--- src/rtl/bfc_pkg.sv ---
// Shared types, constants and functions of the bus frame checker.
package bfc_pkg;

	localparam int MAX_CHUNK_DEF = 256;
	localparam int MIN_CHUNK = 7;
	localparam int NUM_HEADERS = 11;

	localparam logic [15:0] CRC_INIT = 16'hFFFF;
	localparam logic [15:0] CRC_POLY_RESET = 16'h1021;
	localparam logic [3:0] KIND_UNKNOWN = 4'd11;

	localparam logic [31:0] KNOWN_HEADERS [NUM_HEADERS] = '{
		32'hBBCEE11C, 32'hD0D0D0D0, 32'h55AAADBA, 32'h1CEB00DA,
		32'hBEBAADAB, 32'h0DF005B1, 32'hB5006BB1, 32'h35B1000B,
		32'hCAFEBABE, 32'hCAFED00D, 32'hDABAD000
	};

	typedef enum logic [1:0] {
		VERD_SHORT,
		VERD_MISMATCH,
		VERD_ACCEPTED,
		VERD_OVERLONG
	} verdict_t;

	typedef struct packed {
		logic [7:0] rx_byte;
		logic       chunk_end;
	} item_t;

	typedef struct packed {
		verdict_t    verdict;
		logic [3:0]  message_kind;
		logic [7:0]  node_id;
		logic [7:0]  mode_byte;
		logic [15:0] received_check;
		logic [15:0] computed_check;
		logic [8:0]  chunk_length;
	} result_t;

	function automatic logic [15:0] crc_feed(input logic [15:0] rem, input logic [7:0] b,
			input logic [15:0] poly);
		logic [15:0] r;
		r = rem ^ {b, 8'h00};
		for (int k = 0; k < 8; k++) begin
			if (r[15]) begin
				r = {r[14:0], 1'b0} ^ poly;
			end else begin
				r = {r[14:0], 1'b0};
			end
		end
		return r;
	endfunction

	function automatic logic [3:0] match_kind(input logic [31:0] hdr);
		logic [3:0] kind;
		kind = KIND_UNKNOWN;
		for (int i = NUM_HEADERS - 1; i >= 0; i--) begin
			if (KNOWN_HEADERS[i] == hdr) begin
				kind = 4'(i);
			end
		end
		return kind;
	endfunction

endpackage

--- src/rtl/bfc_chunk_core.sv ---
// Per-chunk state, CRC update and verdict logic of the bus frame checker.
module bfc_chunk_core #(
	parameter int MAX_CHUNK = bfc_pkg::MAX_CHUNK_DEF
) (
	input  logic             clk,
	input  logic             arst_n,
	input  logic [15:0]      crc_poly,
	input  logic             fire_s1,
	input  bfc_pkg::item_t   item_s1,
	output logic             res_valid,
	output bfc_pkg::result_t res
);
	import bfc_pkg::*;

	localparam int CW = $clog2(MAX_CHUNK + 1);

	logic [CW-1:0] count_q, count_n;
	logic [31:0]   header_q, header_n;
	logic [15:0]   crc_q, crc_n;
	logic [15:0]   held_q, held_n;
	logic [7:0]    id_q, id_n;
	logic [7:0]    mode_q, mode_n;
	logic          overlong_q, overlong_n;
	logic [CW+8:0] len_ext;

	always_comb begin
		overlong_n = overlong_q || (count_q >= CW'(MAX_CHUNK));
		count_n = count_q;
		header_n = header_q;
		crc_n = crc_q;
		held_n = held_q;
		id_n = id_q;
		mode_n = mode_q;
		if (!overlong_n) begin
			if (count_q < CW'(4)) begin
				header_n = {header_q[23:0], item_s1.rx_byte};
			end else if (count_q == CW'(4)) begin
				id_n = item_s1.rx_byte;
			end else if (count_q == CW'(5)) begin
				mode_n = item_s1.rx_byte;
			end
			if (count_q >= CW'(6)) begin
				crc_n = crc_feed(crc_q, held_q[15:8], crc_poly);
			end
			held_n = {held_q[7:0], item_s1.rx_byte};
			count_n = CW'(count_q + 1'b1);
		end
	end

	always_comb begin
		len_ext = (CW + 9)'(count_n);
		res.node_id = id_n;
		res.mode_byte = mode_n;
		res.chunk_length = len_ext[8:0];
		res.received_check = '0;
		res.computed_check = '0;
		res.message_kind = KIND_UNKNOWN;
		if (overlong_n) begin
			res.verdict = VERD_OVERLONG;
		end else if (count_n < CW'(MIN_CHUNK)) begin
			res.verdict = VERD_SHORT;
		end else begin
			res.received_check = {held_n[7:0], held_n[15:8]};
			res.computed_check = {crc_n[7:0], crc_n[15:8]};
			res.verdict = (res.received_check == res.computed_check) ?
				VERD_ACCEPTED : VERD_MISMATCH;
			res.message_kind = match_kind(header_n);
		end
	end

	assign res_valid = fire_s1 && item_s1.chunk_end;

	always_ff @(posedge clk or negedge arst_n) begin
		if (!arst_n) begin
			count_q <= '0;
			header_q <= '0;
			crc_q <= CRC_INIT;
			held_q <= '0;
			id_q <= '0;
			mode_q <= '0;
			overlong_q <= 1'b0;
		end else if (res_valid) begin
			count_q <= '0;
			header_q <= '0;
			crc_q <= CRC_INIT;
			held_q <= '0;
			id_q <= '0;
			mode_q <= '0;
			overlong_q <= 1'b0;
		end else if (fire_s1) begin
			count_q <= count_n;
			header_q <= header_n;
			crc_q <= crc_n;
			held_q <= held_n;
			id_q <= id_n;
			mode_q <= mode_n;
			overlong_q <= overlong_n;
		end
	end

endmodule

--- config.mk ---
export PLATFORM = sky130hd
export DESIGN_NAME = bfc_chunk_core
export DESIGN_NICKNAME = d
export VERILOG_FILES = /design/src/rtl/bfc_pkg.sv /design/src/rtl/bfc_chunk_core.sv
export SDC_FILE = /design/constraint.sdc
export NUM_CORES = 1
export LEC_CHECK = 0
export BUFFER_PORTS_ARGS = -buffer_cell sky130_fd_sc_hd__buf_2
export CAP_MARGIN = 40
export CORE_ASPECT_RATIO = 0.7
export CORE_MARGIN = 3
export CORE_UTILIZATION = 50
export CTS_CLUSTER_DIAMETER = 100
export DETAILED_ROUTE_END_ITERATION = 6
export GPL_ROUTABILITY_DRIVEN = 0
export PLACE_DENSITY = 0.67
export SLEW_MARGIN = 0
export SYNTH_ARGS = -nofsm -noshare
export SYNTH_HDL_FRONTEND = slang
export SYNTH_SLANG_ARGS = --single-unit
--- constraint.sdc ---
create_clock -name clk -period 17.1 [get_ports clk]
set_clock_uncertainty 0.2 [all_clocks]
set_input_delay 2.565 -clock clk [delete_from_list [all_inputs] [get_ports clk]]
set_output_delay 2.565 -clock clk [all_outputs]
set_load 0.1 [all_outputs]
==> metrics.md, run 1 <==
| Metric | Value |
|---|---|
| Outcome | completed |
| CP Launch Type | input port |
| # diodes | 0 |
| Top post-synthesis cells by count | nand2_1 (124), nor2_1 (108), inv_1 (93) |
| Area growth syn-to-layout | 10.1% |
| Synth Flop Type | dfrtp_1 |
| Tmin final | 11600 ps |
| Top cell type's share of synthesized area | 20.0% |
| Worst-Margin Slew | 912 ps |
| Routed Antenna Nets | 0 |
| Final setup fails | 0 |
| Total CTS buffers | 9 |
| Initial antenna violation count | 0 |
| First-pass GRT wire length | 49300 µm |
| Seq/Total Area, Yosys | 24.6% |
| Crit-path max FO | 59 |
| Slew Limit Headroom | 37.6% |
| Max VDD drop | 0.0651 mV |
| Largest net degree at the start of global routing | 66 |
| Number of cell rows | 40 |
| Post-synth design cell area | 9250 µm² |
| CP Data Required Time | 14340 ps |
| Synth warn | 0 |
| CP Class | in2out |
| Placed Area | 9850 µm² |
| Final wirelength | 31400 µm |
| Synth area leader | dfrtp_1 |
| Starting Density | 52.5% |
| Core Box Area | 17600 µm² |
| Worst Hold Class | reg2reg |
| Cts repair resizes | 0 |
| DR vias | 9908 |
| CTS max path bufs | 2 |
| Number of port buffers | 91 |
| Fillcell total | 1692 |
| LEAKAGE | 4.25 nW |
| DR iter-0 viols | 1529 |
| # H-tree levels | 3 |
| CTS tree | built |
| Initial DRT Pass Iterations | 6 |
| Die Wd | 169 µm |
| Critical path endpoint category | output pin |
| Congestion Overflow GR | 0 |
| Ports | 92 |
| Final Hold Vio Count | 0 |
| Routed len/inst | 20.6 µm |
| Dpl hpwl | 22600 µm |
| Vias in the first global route | 8638 |
| CP arrival | 8840 ps |
| Vias/cell | 6.51 |
| Fraction of layout cells with a size suffix above 1 | 14.1% |
| Final nets | 1317 |
| Post-CTS Setup Bufs | 0 |
| Top cells by area, synth | dfrtp_1 (20%), xnor2_1 (8.6%), nand2_1 (5.0%) |
| Sum of negative setup slack | 0 ps |
| Seq. cell area | 2270 µm² |
| Post-CTS Hold Buffers | 0 |
| Most frequent cell after synthesis | nand2_1 |
| Worst skew pair latency | 350 ps |
| Final Cycle Share | 67.8% |
| Footprint of the multi-input gates | 6240 µm² |
| # Max-Cap Violations | 0 |
| Fmax | 86.2 MHz |
| Syn Inst Count | 1263 |
| Syn_area_per_cell | 7.32 µm² |
| Slew Limit Fails | 0 |
| Post-route design area | 10200 µm² |
| Worst-path clk slew | 70 ps |
| CTS Root Cell | clkbuf_16 |
| Pwr dens | 127 nW/µm² |
| Sinks on the clock net | 90 |
| RSZ-0062 raised after global routing | false |
| FFs w/ async S/R, synth | 100% |
| DRC viols | 0 |
| Synth unique cells | 84 |
| Post-synth EDFFs | 0 |
| DIE AREA | 20200 µm² |
| Die Ht | 120 µm |
| Flop and latch count out of synthesis | 90 |
| Post-Syn Nets | 1293 |
| GR Util All Layers | 30.1% |
[sequential cells by signal, summed over array words and instances, names as in the netlist]
name	cells
mode_q	8
header_q	32
count_q	9
crc_q	16
held_q	16
id_q	8
overlong_q	1
[final timing paths]
path	slack [ps]	start	cells past startpoint	to
worst min register to register	310	crc_q[12]$_DFFE_PN1P_	2	crc_q[12]$_DFFE_PN1P_
worst max-delay path	5500	crc_poly[15]	20	res[62]
min in group asynchronous	1870	arst_n	1	mode_q[0]$_DFFE_PN0P_
max in group asynchronous	13950	arst_n	3	crc_q[10]$_DFFE_PN1P_
worst max register to register	11220	crc_q[15]$_DFFE_PN1P_	16	crc_q[15]$_DFFE_PN1P_
worst min-delay path	310	crc_q[12]$_DFFE_PN1P_	2	crc_q[12]$_DFFE_PN1P_
[per-layer routing]
layer	global-route usage, %	wire length [µm]	vias to the layer above
met1	49.4	15200	4648
met2	38.2	11700	610
met4	5.26	449	0
met5	1.02	0	-
met3	8.46	4050	49
li1	-	-	4601
[stage by stage]
step	setup WS, ps	cells	total power, mW	hold slack, ps	utilization [%]
6_report	5500	1523	1.29	305	57.8
4_1_cts	5740	1523	1.27	305	57.8
3_3_place_gp	5590	1499	1.03	292	55.3
2_1_floorplan	6150	1263	0.867	280	-
3_5_place_dp	5750	1507	1.04	294	55.9
5_1_grt	5060	1523	1.36	331	57.8
[critical path, cell delays in order]
cell and delay [ps]:
buf_2 70, buf_4 490, inv_1 90, buf_4 280
nor3_1 380, nor2_1 300, a31o_2 310, a311oi_1 380
xnor2_1 250, nor3_1 580, o2111ai_1 220, a31o_1 300
and2_4 230, a31oi_1 280, xor2_1 110, a221o_1 260
a2111oi_0 730, and3_1 330, a31o_1 200, buf_2 440
[layout by cell type (no fill, tap or decap), types with 45 or more instances in the layout]
| master | instances |
|---|---|
| o21ai_0 | 90 |
| dfrtp_1 | 74 |
| nand2_1 | 124 |
| buf_2 | 90 |
| nor2_1 | 108 |
| a21oi_1 | 73 |
| xnor2_1 | 91 |
| o22ai_1 | 58 |
| mux2i_1 | 45 |
| inv_1 | 93 |
[layout make-up]
type	count	share of cell area, %
clock buffer	11	2.29
clock inverter	5	1.02
inverter	93	3.43
multi-input combinational	977	61.3
sequential	90	22.3
tap	231	2.84
timing repair buffer	116	6.87
[where the power goes]
group | internal, mW | leakage, nW | switching [mW]
Combinational | 0.300 | 2.91 | 0.509
Clock | 0.143 | 0.164 | 0.0873
Sequential | 0.232 | 1.18 | 0.0220
[kinds of logic after synthesis]
kind of cell	synth area share, %
simple gates	22.3
xor+xnor	12.0
buf+inv	8.13
mux	6.37
fa+ha+maj	0.270
compound gates	26.4
flops	24.6
(Power assumes the default switching activity.)
==> run 2, diff against run 1 <==
ABC_AREA = 1   (was unset)
PLACE_DENSITY = 0.68   (was 0.67)
clock period = 11.15 ns   (was 17.1 ns; I/O delays follow)
==> run 2 against run 1 <==
Against the previous run:
- combinational power grew 12%
- via count fell by 7.7%
- final area down 9.0%
- wire length decreased by 18%
- synthesized cell count is 13% higher
- die area shrank 7.9%
- clock power rose by 39%
==> metrics.md, run 2 <==
| Metric | Value |
|---|---|
| Reg2Reg Depth | 25 |
| Xor/xnor share of the synthesized area | 4.13% |
| CP Launch Type | input port |
| Most frequent cell on the critical path | nand2_1 |
| Number of port buffers | 91 |
| Sinks on the clock net | 90 |
| Total CTS buffers | 9 |
| Vias/cell | 5.38 |
| Final wirelength | 25600 µm |
| Syn_area_per_cell | 5.94 µm² |
| RSZ-0062 raised after global routing | false |
| Top cell type's share of synthesized area | 21.8% |
| Fraction of layout cells with a size suffix above 1 | 12.7% |
| LEAKAGE | 5.24 nW |
| Critical path endpoint category | output pin |
| Worst-Margin Slew | 767 ps |
| Final Cycle Share | 81.5% |
| Seq/Total Area, Yosys | 26.8% |
| Top post-synthesis cells by count | nand2_1 (494), inv_1 (225), nand3_1 (131) |
| Routed len/inst | 15.0 µm |
| Post-CTS Setup Bufs | 0 |
| CTS max path bufs | 2 |
| Met1 GRT Util | 44.7% |
| DR vias | 9146 |
| CTS tree | built |
| Compound-gate portion of the synthesized area | 12.4% |
| Ports | 92 |
| Slowest cell on crit path | nand2_2 |
| Largest net degree at the start of global routing | 66 |
| Crit-path max FO | 32 |
| Routing usage on met3 | 4.32% |
| # diodes | 0 |
| Fillcell total | 1740 |
| Synth warn | 0 |
| Most frequent cell after synthesis | nand2_1 |
| Number of cell rows | 39 |
| Final setup fails | 0 |
| Fmax | 110 MHz |
| Regs by FF count | header_q (32), crc_q (16), held_q (16) |
| Final nets | 1500 |
| Congestion Overflow GR | 0 |
| Synth Flop Type | dfrtp_1 |
| Grt peak-use layer | met1 |
| Max VDD drop | 0.0889 mV |
| Routed Antenna Nets | 0 |
| Most common cell after layout, fill and taps aside | nand2_1 |
| Dpl hpwl | 19200 µm |
| Core Box Area | 16500 µm² |
| Slew Limit Headroom | 48.9% |
| CP startpoint | crc_poly[15] |
| Worst Slack Setup Final | 2060 ps |
| Mux share of post-synthesis cell area | 0% |
| CP Data Required Time | 9280 ps |
| CP Class | in2out |
| # Max-Cap Violations | 0 |
| Slew Limit Fails | 0 |
| Tmin final | 9090 ps |
| Post-CTS Hold Buffers | 0 |
| Most frequent cells in the layout | nand2_1 (494), inv_1 (224), nand3_1 (130), buf_2 (90), o21ai_0 (88) |
| Cts repair resizes | 0 |
| R2R setup slack | 5640 ps |
| Initial antenna violation count | 0 |
| Syn Inst Count | 1429 |
| First-pass GRT wire length | 41200 µm |
| Top cells by area, synth | nand2_1 (22%), dfrtp_1 (22%), inv_1 (9.9%) |
| Die Ht | 115 µm |
| DR iter-0 viols | 893 |
| Worst-path clk slew | 70 ps |
| DIE AREA | 18600 µm² |
| Worst skew pair latency | 350 ps |
| Dpl ws | 2270 ps |
| Die Wd | 162 µm |
| Stages on the worst setup path | 32 |
| Synth area leader | nand2_1 |
| Footprint of the multi-input gates | 4970 µm² |
| Pwr dens | 172 nW/µm² |
| Hold Startpoint | mode_q[3]$_DFFE_PN0P_ |
| WP buf/inv | 4 |
| RR Endpoint | crc_q[3]$_DFFE_PN1P_ |
| Post-Syn Nets | 1459 |
| Flop and latch count out of synthesis | 90 |
| CP endpoint | res[62] |
| Area growth syn-to-layout | 9.24% |
| CP arrival | 7220 ps |
| Biggest register | header_q |
| GR Layer Usage met2 | 38.6% |
| DRC viols | 0 |
| GR Util All Layers | 27.4% |
| Vias in the first global route | 7912 |
| CP max stage delay | 460 ps |
| Seq. cell area | 2270 µm² |
| Post-synth EDFFs | 0 |
| Worst Hold Class | reg2reg |
| # H-tree levels | 3 |
| CTS Root Cell | clkbuf_16 |
| Largest family of logic cells by synthesized area | simple AND/OR/NAND/NOR gates |
| Outcome | completed |
| Sum of negative setup slack | 0 ps |
| Final Hold Vio Count | 0 |
| Post-synth design cell area | 8490 µm² |
| Max FFs per register | 32 |
| CP top delay family | simple AND/OR/NAND/NOR gates |
| FFs w/ async S/R, synth | 100% |
| Starting Density | 51.5% |
| Worst reg2reg startpoint | crc_q[15]$_DFFE_PN1P_ |
| Adder-Cell Fraction of Synth Area | 0.295% |
| Initial DRT Pass Iterations | 5 |
| Synth unique cells | 41 |
| Post-Synth Simple-Gate Area | 41.7% |
## run 2: cell count changes in the layout (fill, tap and decap cells not counted), moves of 25 or more
| cell | previous run | this run |
|---|---|---|
| a21oi_1 | 73 | 12 |
| inv_1 | 93 | 224 |
| mux2i_1 | 45 | 0 |
| nand2_1 | 124 | 494 |
| nand3_1 | 34 | 130 |
| nor3_1 | 43 | 18 |
| xnor2_1 | 91 | 15 |
## run 2: report_power, final
group / switching [mW] / internal (mW) / leakage (nW)
sequential: 0.0169 / 0.352 / 1.17
combinational: 0.656 / 0.249 / 3.91
clock: 0.136 / 0.183 / 0.155
total: 0.809 / 0.785 / 5.24
## run 2: layout make-up
| class | instances | area share [%] |
|---|---|---|
| Tap cell | 225 | 3.04 |
| Clock inverter | 6 | 0.783 |
| Inverter | 233 | 9.43 |
| Timing Repair Buffer | 101 | 6.05 |
| Sequential cell | 90 | 24.5 |
| Multi-Input combinational cell | 1035 | 53.6 |
| Clock buffer | 10 | 2.58 |
## run 2: cells by family after synthesis
logic type / after synthesis
XOR/XNOR: 40
flip-flops: 90
buffers and inverters: 304
adder cells (fa/ha/maj): 2
AO/OA/AOI/OAI: 183
AND/OR/NAND/NOR: 810
## run 2: worst min path at each step
stage	slack, ps	cells past startpoint	end
2_1_floorplan	250	2	id_q[0]$_DFFE_PN0P_
3_3_place_gp	270	2	mode_q[5]$_DFFE_PN0P_
3_5_place_dp	280	2	id_q[0]$_DFFE_PN0P_
4_1_cts	290	2	id_q[5]$_DFFE_PN0P_
5_1_grt	310	2	id_q[4]$_DFFE_PN0P_
6_report	290	2	mode_q[3]$_DFFE_PN0P_
## run 2: layer usage
metal	wire [µm]	vias up
met1	13200	4152
li1	-	4606
met3	2040	21
met5	0	-
met4	195	0
met2	10100	367
## run 2: worst min-delay path, stage by stage, from the launching register on
cell	delay (ps)
dfrtp_1	340
nand2_1	50
o21ai_0	60
## run 2: through the flow
stage	total power, mW	hold slack [ps]	util [%]	cells	area (µm²)
final	1.59	287	56.2	1700	9270
after global routing	1.74	314	56.2	1700	9270
after CTS	1.59	292	56.2	1700	9270
after detailed placement	1.26	275	54.3	1684	8960
after global placement	1.25	265	54.1	1682	8920
after floorplan	1.15	253	-	1429	8490
